`src/rtl/core/prbs_longest_clean_run_checker_unit_macros.svh`:
```
// assertion helpers for the longest clean run checker
`ifndef PRBS_LONGEST_CLEAN_RUN_CHECKER_UNIT_MACROS_SVH
`define PRBS_LONGEST_CLEAN_RUN_CHECKER_UNIT_MACROS_SVH

`ifndef SYNTH
// same-cycle implication, disabled during reset
`define PLCRC_ASSERT_NOW(lbl, ante, cons) \
  lbl: assert property (@(posedge clk) disable iff (!rst_n) (ante) |-> (cons)) \
    else $error("check failed");
// next-cycle implication, disabled during reset
`define PLCRC_ASSERT_NEXT(lbl, ante, cons) \
  lbl: assert property (@(posedge clk) disable iff (!rst_n) (ante) |=> (cons)) \
    else $error("check failed");
`else
`define PLCRC_ASSERT_NOW(lbl, ante, cons)
`define PLCRC_ASSERT_NEXT(lbl, ante, cons)
`endif

`endif

```
`src/rtl/core/plcrc_pkg.sv`:
```
package plcrc_pkg;

  localparam int POSITION_BITS_DEF = 32;
  localparam int OUT_W = 32;
  localparam int PRIME_COUNT = 32;
  localparam logic [31:0] TAP_MASK = 32'h8040_1020;
  localparam logic [31:0] REQ_RUN_RESET = 32'd16777280;
  localparam logic [13:0] VALUE_OFFSET = 14'd8192;

  // per-request status flags from the run tracker
  typedef struct packed {
    logic mismatch;
    logic primed;
    logic enough;
  } flags_t;

endpackage

```
`src/rtl/core/plcrc_run_tracker.sv`:
```
module plcrc_run_tracker #(
  parameter int POSITION_BITS = plcrc_pkg::POSITION_BITS_DEF
) (
  input  logic                        clk,
  input  logic                        rst_n,
  input  logic                        fire,
  input  logic                        seq_bit,
  input  logic [31:0]                 required_run,
  output plcrc_pkg::flags_t           flags,
  output logic [plcrc_pkg::OUT_W-1:0] best_length,
  output logic [plcrc_pkg::OUT_W-1:0] best_offset
);
  import plcrc_pkg::*;

  localparam int PW = POSITION_BITS;
  localparam int CW = (PW > 32) ? PW : 32;

  logic [31:0]   seq_r, seq_nxt;
  logic [PW-1:0] pos_r, pos_nxt;
  logic [PW-1:0] lmp_r, lmp_nxt;
  logic [PW-1:0] best_start_r, best_start_nxt;
  logic [PW-1:0] longest_r, longest_nxt;

  logic          compare_en;
  logic          pred;
  logic          mis;
  logic [PW-1:0] run_len;
  logic [PW:0]   pos_inc;
  logic          open_ok;
  logic [PW-1:0] open_len;
  logic [PW-1:0] show_len;
  logic [PW-1:0] show_off;

  always_comb begin
    compare_en = (pos_r >= PW'(PRIME_COUNT));
    pred       = ^(seq_r & TAP_MASK);
    mis        = compare_en && (pred != seq_bit);
    run_len    = pos_r - lmp_r;

    longest_nxt    = longest_r;
    best_start_nxt = best_start_r;
    lmp_nxt        = lmp_r;
    if (mis) begin
      if (run_len > longest_r) begin
        longest_nxt    = run_len;
        best_start_nxt = lmp_r;
      end
      lmp_nxt = pos_r;
    end

    // open run ending with this request
    pos_inc  = {1'b0, pos_r} + {{PW{1'b0}}, 1'b1};
    open_ok  = pos_inc > {1'b0, lmp_nxt};
    open_len = PW'(pos_inc - {1'b0, lmp_nxt});

    show_len = longest_nxt;
    show_off = best_start_nxt;
    if (open_ok && (open_len > longest_nxt)) begin
      show_len = open_len;
      show_off = lmp_nxt;
    end

    seq_nxt = {seq_r[30:0], seq_bit};
    pos_nxt = (&pos_r) ? pos_r : PW'(pos_inc);
  end

  always_ff @(posedge clk) begin
    if (!rst_n) begin
      seq_r        <= '0;
      pos_r        <= '0;
      lmp_r        <= PW'(PRIME_COUNT - 1);
      best_start_r <= PW'(PRIME_COUNT - 1);
      longest_r    <= '0;
    end else if (fire) begin
      seq_r        <= seq_nxt;
      pos_r        <= pos_nxt;
      lmp_r        <= lmp_nxt;
      best_start_r <= best_start_nxt;
      longest_r    <= longest_nxt;
    end
  end

  assign flags.mismatch = mis;
  assign flags.primed   = (pos_r >= PW'(PRIME_COUNT - 1));
  assign flags.enough   = (CW'(show_len) >= CW'(required_run));
  assign best_length    = OUT_W'(show_len);
  assign best_offset    = OUT_W'(show_off);

endmodule

```
`src/rtl/core/prbs_longest_clean_run_checker_unit.sv`:
```
// a request passes from the input register through the run tracker into the result register
//   (input reg, result reg)
// throughput: one request per cycle unless out_stall holds a result; the run tracker state updates on fire
// one request is held in the input register while a finished result waits on out_stall
// reset: synchronous active-low rst_n clears both valid flags and resets the tracker state,
//   required_run returns to 16777280
`include "prbs_longest_clean_run_checker_unit_macros.svh"

module prbs_longest_clean_run_checker_unit #(
  parameter int POSITION_BITS = plcrc_pkg::POSITION_BITS_DEF
) (
  input  logic        clk,
  input  logic        rst_n,
  // input channel
  input  logic        in_valid,
  output logic        in_stall,
  input  logic [7:0]  in_sample_byte,
  // result channel
  output logic        out_valid,
  input  logic        out_stall,
  output logic        out_mismatch,
  output logic        out_primed,
  output logic [31:0] out_best_length,
  output logic [31:0] out_best_offset,
  output logic        out_enough,
  output logic [13:0] out_sample_value,
  // config port
  input  logic        psel,
  input  logic        penable,
  input  logic        pwrite,
  input  logic [2:0]  paddr,
  input  logic [31:0] pwdata,
  output logic [31:0] prdata,
  output logic        pready
);
  import plcrc_pkg::*;

  // word index of each config register (paddr[2])
  localparam logic REG_REQUIRED_RUN = 1'b0;

  // config register
  logic [31:0] required_run_r;
  logic        cfg_wr;

  // input register stage
  logic        in_v_r, in_v_nxt;
  logic [7:0]  in_byte_r;

  // result register stage
  logic        out_v_r, out_v_nxt;
  logic        mismatch_r, primed_r, enough_r;
  logic [31:0] length_r, best_off_r;
  logic [13:0] sample_val_r;

  logic        advance;
  logic        fire;
  logic        in_take;
  logic        out_take;

  flags_t      trk_flags;
  logic [31:0] trk_len;
  logic [31:0] trk_off;
  logic [13:0] sample_val;

  // ---------------------------------------------------------------------------
  // config port: always ready, one word register at offset zero
  // ---------------------------------------------------------------------------
  assign pready = 1'b1;
  assign cfg_wr = psel && penable && pwrite && pready;

  always_ff @(posedge clk) begin
    if (!rst_n) begin
      required_run_r <= REQ_RUN_RESET;
    end else if (cfg_wr && (paddr[2] == REG_REQUIRED_RUN)) begin
      required_run_r <= pwdata;
    end
  end

  always_comb begin
    unique case (paddr[2])
      REG_REQUIRED_RUN: prdata = required_run_r;
      default:          prdata = '0;
    endcase
  end

  // ---------------------------------------------------------------------------
  // handshake: result register empties or is taken -> pipeline moves
  // ---------------------------------------------------------------------------
  assign advance  = !out_v_r || !out_stall;
  assign fire     = in_v_r && advance;
  assign in_stall = in_v_r && !advance;
  assign in_take  = in_valid && !in_stall;
  assign out_take = out_v_r && !out_stall;

  always_comb begin
    in_v_nxt = in_v_r;
    if (in_take) begin
      in_v_nxt = 1'b1;
    end else if (fire) begin
      in_v_nxt = 1'b0;
    end

    out_v_nxt = out_v_r;
    if (fire) begin
      out_v_nxt = 1'b1;
    end else if (out_take) begin
      out_v_nxt = 1'b0;
    end
  end

  always_ff @(posedge clk) begin
    if (!rst_n) begin
      in_v_r  <= 1'b0;
      out_v_r <= 1'b0;
    end else begin
      in_v_r  <= in_v_nxt;
      out_v_r <= out_v_nxt;
    end
  end

  // input payload, no reset needed
  always_ff @(posedge clk) begin
    if (in_take) begin
      in_byte_r <= in_sample_byte;
    end
  end

  // ---------------------------------------------------------------------------
  // run tracking: sequence register, position counter, best run bookkeeping
  // ---------------------------------------------------------------------------
  plcrc_run_tracker #(
    .POSITION_BITS(POSITION_BITS)
  ) u_tracker (
    .clk          (clk),
    .rst_n        (rst_n),
    .fire         (fire),
    .seq_bit      (in_byte_r[7]),
    .required_run (required_run_r),
    .flags        (trk_flags),
    .best_length  (trk_len),
    .best_offset  (trk_off)
  );

  // low seven bits as signed sample, shifted up by the mid-scale offset
  assign sample_val = VALUE_OFFSET + {{7{in_byte_r[6]}}, in_byte_r[6:0]};

  // result payload, no reset needed
  always_ff @(posedge clk) begin
    if (fire) begin
      mismatch_r   <= trk_flags.mismatch;
      primed_r     <= trk_flags.primed;
      enough_r     <= trk_flags.enough;
      length_r     <= trk_len;
      best_off_r   <= trk_off;
      sample_val_r <= sample_val;
    end
  end

  assign out_valid        = out_v_r;
  assign out_mismatch     = mismatch_r;
  assign out_primed       = primed_r;
  assign out_best_length  = length_r;
  assign out_best_offset  = best_off_r;
  assign out_enough       = enough_r;
  assign out_sample_value = sample_val_r;

  // ---------------------------------------------------------------------------
  // checks
  // ---------------------------------------------------------------------------
  // a mismatch can only be flagged once the sequence register is filled
  `PLCRC_ASSERT_NOW(a_mis_needs_primed, out_v_r && mismatch_r, primed_r)
  // before priming no run is counted yet
  `PLCRC_ASSERT_NOW(a_unprimed_no_run, out_v_r && !primed_r, (length_r == '0) && (best_off_r == 32'd31))
  // back-pressure only while the input register holds a request
  `PLCRC_ASSERT_NOW(a_stall_needs_item, in_stall, in_v_r)
  // a request moved forward always shows up as a valid result
  `PLCRC_ASSERT_NEXT(a_fire_gives_result, fire, out_v_r)

endmodule

```
`config.mk`:
```
export PLATFORM = sky130hd
export DESIGN_NAME = prbs_longest_clean_run_checker_unit
export DESIGN_NICKNAME = d
export VERILOG_FILES = /design/src/rtl/core/plcrc_pkg.sv /design/src/rtl/core/plcrc_run_tracker.sv /design/src/rtl/core/prbs_longest_clean_run_checker_unit.sv
export VERILOG_INCLUDE_DIRS = /design/src /design/src/rtl/core
export SDC_FILE = /design/constraint.sdc
export NUM_CORES = 1
export LEC_CHECK = 0
export ABC_AREA = 1
export BUFFER_PORTS_ARGS = -buffer_cell sky130_fd_sc_hd__buf_2
export CAP_MARGIN = 20
export CORE_ASPECT_RATIO = 1.75
export CORE_MARGIN = 4
export CORE_UTILIZATION = 52
export DETAILED_ROUTE_END_ITERATION = 7
export PLACE_DENSITY_LB_ADDON = 0.12
export RECOVER_POWER = 50
export SLEW_MARGIN = 20
export SYNTH_ARGS = -nofsm -noshare
export SYNTH_HDL_FRONTEND = slang
export SYNTH_SLANG_ARGS = --single-unit
```
`constraint.sdc`:
```
create_clock -name clk -period 8.1 [get_ports clk]
set_input_delay 0.81 -clock clk [delete_from_list [all_inputs] [get_ports clk]]
set_output_delay 0.81 -clock clk [all_outputs]
set_load 0.01 [all_outputs]
```
Word level (Yosys, flattened, before mapping)
Index checks and enable logic that the tools add are counted.
{"block": "word_totals", "elab_cells": 59, "ff_bits": 283, "out_inout_bits": 116, "input_bits": 50}
{"block": "op_classes", "magnitude_cmp": 6, "eq_ne": 1, "n_reduce_logical": 19, "bitwise_logic": 2, "n_mux": 12, "addsub": 4}
{"operator": "$mux W32", "n": 8}
{"operator": "$gt A32 B32 Y1", "n": 2}
{"operator": "$sub A32 B32 Y32", "n": 2}
{"operator": "$add A32 B1 Y33 const B", "n": 1}
{"operator": "$gt A33 B32 Y1", "n": 1}
{"operator": "$ge A32 B32 Y1", "n": 1}
{"operator": "$ge A32 B5 Y1 const B", "n": 1}
{"operator": "$ge A32 B6 Y1 const B", "n": 1}
{"operator": "$reduce_and A32 Y1", "n": 1}
{"operator": "$reduce_xor A32 Y1", "n": 1}
{"operator": "$add A14 B14 Y14 const A", "n": 1}
{"operator": "$logic_and A1 B1 Y1", "n": 9}
{"operator": "$logic_not A1 Y1", "n": 4}
{"operator": "$mux W1", "n": 4}
{"operator": "$reduce_bool A2 Y1", "n": 2}
{"operator": "$not A1 Y1", "n": 2}
{"operator": "$reduce_and A2 Y1", "n": 1}
{"operator": "$logic_or A1 B1 Y1", "n": 1}
{"operator": "$ne A1 B1 Y1", "n": 1}

Depth between registers and ports, before layout
{"block": "depth", "depth_word": 9, "ltp_mapped": 51}

Hierarchy
A second synthesis with hierarchy kept.
{"block": "unflattened", "hier_cells": 2607, "area_unflattened_um2": 18545.3}
{"module": "plcrc_run_tracker", "cells_each": 2224, "seq_area_each_um2": 3203.1, "area_each_um2": 14188.6, "n_inst": 1}
{"module": "prbs_longest_clean_run_checker_unit", "cells_each": 383, "seq_area_each_um2": 3173.0, "area_each_um2": 4356.7, "n_inst": 1}

Worst setup path before layout
OpenSTA, ideal clock, no wires.
{"block": "synth_timing", "kind": "register -> register", "start": "register u_tracker.pos_r[0]", "end": "register enough_r (netlist: out_enough), data pin", "setup_ps": 136, "setup_slack_ps": 1525, "arrival_time_ps": 6440, "path_stages_with_launch": 47, "required_time_ps": 7964, "cell_sequence": "dfxtp_1 > inv_2 > ha_1 > inv_1 > fa_1 > nand3_1 > nand2_1 > nand2_1 > o211ai_1 > a21boi_2 > o21ai_1 > a21boi_0 > o21ai_0 > xor2_1 > inv_1 > ha_1 > nand2_1 > nor2_1 > [11 not listed] > or3_1 > nor3_1 > nand3_1 > nor2_1 > nor2_2 > buf_4 > buf_2 > nand3_1 > nand2_1 > ha_1 > nand2_1 > inv_1 > nand3_1 > nor4_1 > inv_1 > nor4_1 > nand4_1 > nand3_1"}
{"item": "start: declaration", "line_no": "plcrc_run_tracker.sv:19", "source": "logic [PW-1:0] pos_r, pos_nxt;"}
{"item": "start signal: assignment", "line_no": "plcrc_run_tracker.sv:76", "source": "pos_r <= pos_nxt;"}
{"item": "end signal: assignment", "line_no": "prbs_longest_clean_run_checker_unit.sv:152", "source": "enough_r <= trk_flags.enough;"}
{"item": "end: declaration", "line_no": "prbs_longest_clean_run_checker_unit.sv:51", "source": "logic mismatch_r, primed_r, enough_r;"}

==> impl_metrics.prom <==
# TYPE chip_impl_metric gauge
chip_impl_info{name="outcome",value="finished with violations"} 1
chip_impl_info{name="failed_checks",value="max-capacitance violations, max-slew violations"} 1
chip_impl_metric{name="grt_max_degree",unit=""} 113
chip_impl_metric{name="design.core.area",unit="um^2"} 33900
chip_impl_metric{name="share_comb_of_total_power",unit=""} 0.540
chip_impl_metric{name="worst-r2r-setup-slack",unit="ns"} 0.49
chip_impl_info{name="clk_root_buffer_cell",value="clkbuf_16"} 1
chip_impl_metric{name="fp-row-count",unit=""} 89
chip_impl_metric{name="drv.max_cap_violation_count",unit=""} 5
chip_impl_metric{name="grt_overflow_total",unit=""} 0
chip_impl_metric{name="grt_pass1_vias",unit=""} 16000
chip_impl_metric{name="tritoncts_buffer_count",unit=""} 27
chip_impl_info{name="tritoncts",value="built"} 1
chip_impl_metric{name="die_area",unit="um^2"} 37500
chip_impl_metric{name="worst_hold_path.num_cells",unit=""} 0
chip_impl_info{name="crit-reg2reg-capture",value="out_enough"} 1
chip_impl_metric{name="grt_pass1_wl",unit="um"} 81700
chip_impl_metric{name="cts_hold_buf",unit=""} 0
chip_impl_metric{name="final_max_slew_viol_count",unit=""} 323
chip_impl_metric{name="asyncSetResetFlopFracSynth",unit=""} 0
chip_impl_metric{name="synth.ff_latch_count",unit=""} 277
chip_impl_metric{name="detail_route.iter0.violations",unit=""} 983
chip_impl_info{name="synth_ff_type",value="dfxtp_1"} 1
chip_impl_metric{name="synth.cell_area",unit="um^2"} 17900
chip_impl_metric{name="fin_nets",unit=""} 2847
chip_impl_info{name="critPathKind",value="reg -> reg"} 1
chip_impl_metric{name="die_h",unit="um"} 253
chip_impl_metric{name="clk_sinks",unit=""} 277
chip_impl_info{name="cp_startpoint_kind",value="flop"} 1
chip_impl_metric{name="via_per_inst",unit=""} 5.32
chip_impl_metric{name="netSwitchingFraction",unit=""} 0.437
chip_impl_info{name="crit_path_frequent_cell",value="nand2_1"} 1
chip_impl_metric{name="dpl_hpwl",unit="um"} 38500
chip_impl_metric{name="powerDensity",unit="nW/um^2"} 321
chip_impl_metric{name="synth.net_count",unit=""} 2679
chip_impl_metric{name="routed_wl",unit="um"} 51100
chip_impl_metric{name="worst-slew-pin-transition",unit="ns"} 4.56
chip_impl_metric{name="clock_insertion_delay_worst_skew",unit="ns"} 0.56
chip_impl_metric{name="finalCriticalPeriod",unit="ns"} 7.61
chip_impl_metric{name="grtUsageTotal",unit=""} 0.267
chip_impl_metric{name="clk_transition_reported_paths",unit="ns"} 0.06
chip_impl_metric{name="clock-skew-final",unit="ns"} 0.0125
chip_impl_metric{name="p_sw",unit="mW"} 2.84
chip_impl_metric{name="detailedPlace.worstSlack",unit="ns"} 0.347
chip_impl_metric{name="final_core_utilization",unit=""} 0.598
chip_impl_metric{name="synthDistinctLibCells",unit=""} 55
chip_impl_metric{name="total_setup_violations_reported_at_the_end_of_the_flow",unit=""} 0
chip_impl_metric{name="cts.path.max_buffers",unit=""} 3
chip_impl_metric{name="placement.io_buffers",unit=""} 162
chip_impl_metric{name="synthesis.area_per_instance",unit="um^2"} 7.24
chip_impl_metric{name="required_time_worst_endpoint",unit="ns"} 8.52
chip_impl_metric{name="gp_congestion",unit=""} 0.906
chip_impl_info{name="worstHoldStart",value="in_byte_r[4]"} 1
chip_impl_metric{name="pwr-share-clk",unit=""} 0.196
chip_impl_metric{name="timing.critical_path.fanout_max",unit=""} 8
chip_impl_metric{name="timing.max_slew.rel_slack",unit=""} -2.04
chip_impl_metric{name="post_synth_inst_count",unit=""} 2467
chip_impl_metric{name="worstPathArrival",unit="ns"} 8.03
chip_impl_metric{name="grt_antenna_before_repair",unit=""} 0
chip_impl_info{name="hold-path-endpoint",value="out_sample_value[4]"} 1
chip_impl_metric{name="num_vias",unit=""} 16500
chip_impl_metric{name="post_route_fraction_of_the_period_consumed_by_the_critical_path",unit=""} 0.939
chip_impl_metric{name="count_of_tritonroute_iterations_in_the_first_routing_pass",unit=""} 5
chip_impl_metric{name="cellLeakagePower",unit="nW"} 9.88
chip_impl_metric{name="wire_per_inst",unit="um"} 16.4
chip_impl_info{name="critical_path.slowest_cell",value="dfxtp_1"} 1
chip_impl_metric{name="seqPwrFrac",unit=""} 0.264
chip_impl_metric{name="timing.critical_path.slowest_cell_delay",unit="ns"} 0.43
chip_impl_metric{name="synth_sequential_area_ratio",unit=""} 0.357
chip_impl_info{name="worst_r2r_startpoint",value="u_tracker.pos_r[1]"} 1
chip_impl_metric{name="start_util",unit=""} 0.528
chip_impl_metric{name="p_int",unit="mW"} 3.66
chip_impl_metric{name="drc",unit=""} 0
chip_impl_metric{name="timing.fmax",unit="MHz"} 131
chip_impl_metric{name="postRouteAntennaNets",unit=""} 0
chip_impl_metric{name="io_count",unit=""} 166
chip_impl_metric{name="synth.yosys.warnings",unit=""} 0
chip_impl_metric{name="antenna-diode-count",unit=""} 0
chip_impl_metric{name="synth_enable_flop_cells",unit=""} 83
chip_impl_info{name="timing.critical_path.from",value="u_tracker.pos_r[1]"} 1
chip_impl_metric{name="smallest_setup_slack_after_layout",unit="ns"} 0.494
chip_impl_info{name="hold_wc_path_type",value="reg -> reg"} 1
chip_impl_metric{name="finalSetupTns",unit="ns"} 0
chip_impl_metric{name="peakVddDrop",unit="mV"} 0.213
chip_impl_metric{name="layout-area-overhead-vs-synth",unit="%"} 13.2
chip_impl_metric{name="drive_gt1_frac",unit=""} 0.0945
chip_impl_metric{name="finalHoldViolations",unit=""} 0
chip_impl_metric{name="die_w",unit="um"} 148
chip_impl_metric{name="worst-r2r-cell-count",unit=""} 40
chip_impl_info{name="worst_setup_path_end_kind",value="flop"} 1
chip_impl_metric{name="cts-htree-levels",unit=""} 1
## layer usage
layer  routed length, um  global-route usage
met1               21500               0.327
met2               25200               0.479
met3                2270              0.0265
met4                2100               0.102
met5                   0                   0
## registers in the layout, summed over array words and instances (netlist names)
| register | flops |
|---|---|
| out_best_length | 32 |
| out_best_offset | 32 |
| required_run_r | 32 |
| u_tracker.best_start_r | 32 |
| u_tracker.lmp_r | 32 |
| u_tracker.longest_r | 32 |
| u_tracker.pos_r | 32 |
| u_tracker.seq_r | 32 |
| in_byte_r | 8 |
| out_sample_value | 8 |
| in_v_r | 1 |
| out_enough | 1 |
| out_mismatch | 1 |
| out_primed | 1 |
| out_valid | 1 |
## power by group through the flow
| stage | Clock, mW | Sequential [mW] | Combinational [mW] |
|---|---|---|---|
| after CTS | 1.31 | 1.71 | 3.50 |
| final | 1.28 | 1.72 | 3.51 |
| after global placement | 0 | 1.74 | 3.39 |
| after global routing | 1.36 | 1.73 | 3.96 |
| after detailed placement | 0 | 1.74 | 3.47 |
| after floorplan | 0 | 1.77 | 2.28 |
## cells in the final DEF (no fill, tap or decap), types with 4 or more instances in the layout
| master | n |
|---|---|
| ha_1 | 160 |
| clkbuf_16 | 28 |
| nor4_1 | 11 |
| a21oi_2 | 4 |
| edfxtp_1 | 83 |
| o21ai_1 | 9 |
| a21o_1 | 6 |
| or2_2 | 8 |
| clkbuf_1 | 95 |
| inv_2 | 9 |
| o21bai_1 | 6 |
| xor2_1 | 66 |
| nor2_1 | 258 |
| a21oi_1 | 243 |
| nor3_1 | 14 |
| inv_1 | 337 |
| buf_2 | 77 |
| a31oi_1 | 6 |
| a211oi_1 | 11 |
| clkinv_2 | 7 |
| nand3_1 | 90 |
| buf_4 | 80 |
| xnor2_1 | 23 |
| dfxtp_1 | 194 |
| o211ai_1 | 8 |
| nand4_1 | 20 |
| nand2_1 | 426 |
| o21ai_0 | 308 |
## worst max-delay path: cells and delay by family, from the launching register on
family	cells	cell delay, ns
compound gates	1	0.15
xor+xnor	2	0.52
fa+ha+maj	3	1.03
buf+inv	8	0.98
flops	1	0.43
simple gates	26	4.36
## through the flow
stage	power (mW)	instance area (um^2)	hold WS [ns]	instances
2_1_floorplan	4.06	17900	0.400	2467
3_3_place_gp	5.13	19400	0.402	3053
3_5_place_dp	5.21	19400	0.407	3055
4_1_cts	6.52	20300	0.407	3104
5_1_grt	7.06	20200	0.418	3110
6_report	6.50	20200	0.424	3110
## cell families (layout without fill, tap and decap cells)
group,Yosys count,after routing,synth area share
other cells,1,1,0.000210
simple gates,856,856,0.199
fa+ha+maj,162,162,0.114
buf+inv,460,648,0.103
compound gates,622,622,0.183
flops,277,277,0.357
xor+xnor,89,89,0.0436
## Yosys cell counts (3+ instances only)
master      n  area [um^2]
o211ai_1    8         60.1
nand3b_1    3         22.5
nor2_1    259          972
a21oi_1   245         1230
a31oi_1     6         37.5
dfxtp_1   194         3880
nand2_2     3         18.8
nor4_1     12         75.1
o31ai_1     3         22.5
nor2_2      3         18.8
buf_6       7         78.8
a21o_1      6         45.0
inv_1     338         1270
o21ai_0   310         1550
ha_1      160         2000
a211oi_1   11         82.6
edfxtp_1   83         2490
buf_1       3         11.3
or3_1       3         18.8
o221ai_1    3         26.3
o21ai_1     8         40.0
buf_2      15         75.1
xnor2_1    23          201
inv_2       8         30.0
clkbuf_1   79          297
nand2_1   427         1600
nor3_2      4         40.0
xor2_1     66          578
nor3_1     14         70.1
or2_2       8         50.1
nand3_1    91          455
buf_4       9         67.6
o21bai_1    6         45.0
nand4_1    20          125
## how the worst max path moves through the flow
stage | to | slack, ns | cells past startpoint
after global routing | out_enough | -0.03 | 40
after floorplan | out_enough | 1.52 | 46
after detailed placement | out_enough | 0.35 | 46
after CTS | out_enough | 0.31 | 46
final | out_enough | 0.49 | 40
after global placement | out_enough | 0.38 | 46
## area by class of cell
cell class | instances | area [um^2]
inverter | 347 | 1300
timing repair buffer | 252 | 1400
fill | 3307 | 13600
sequential | 277 | 6380
clock buffer | 35 | 757
clock inverter | 14 | 121
tap | 455 | 569
multi-input combinational | 1730 | 9700
## what timing repair did
item | 4_1_cts | 5_1_grt
resized for setup | 0 | 12
setup buffers | 0 | 5
endpoints found under the hold margin | 0 | 0
endpoints found under the setup margin | 0 | 1
No activity file was read; power rests on OpenSTA's default activity.
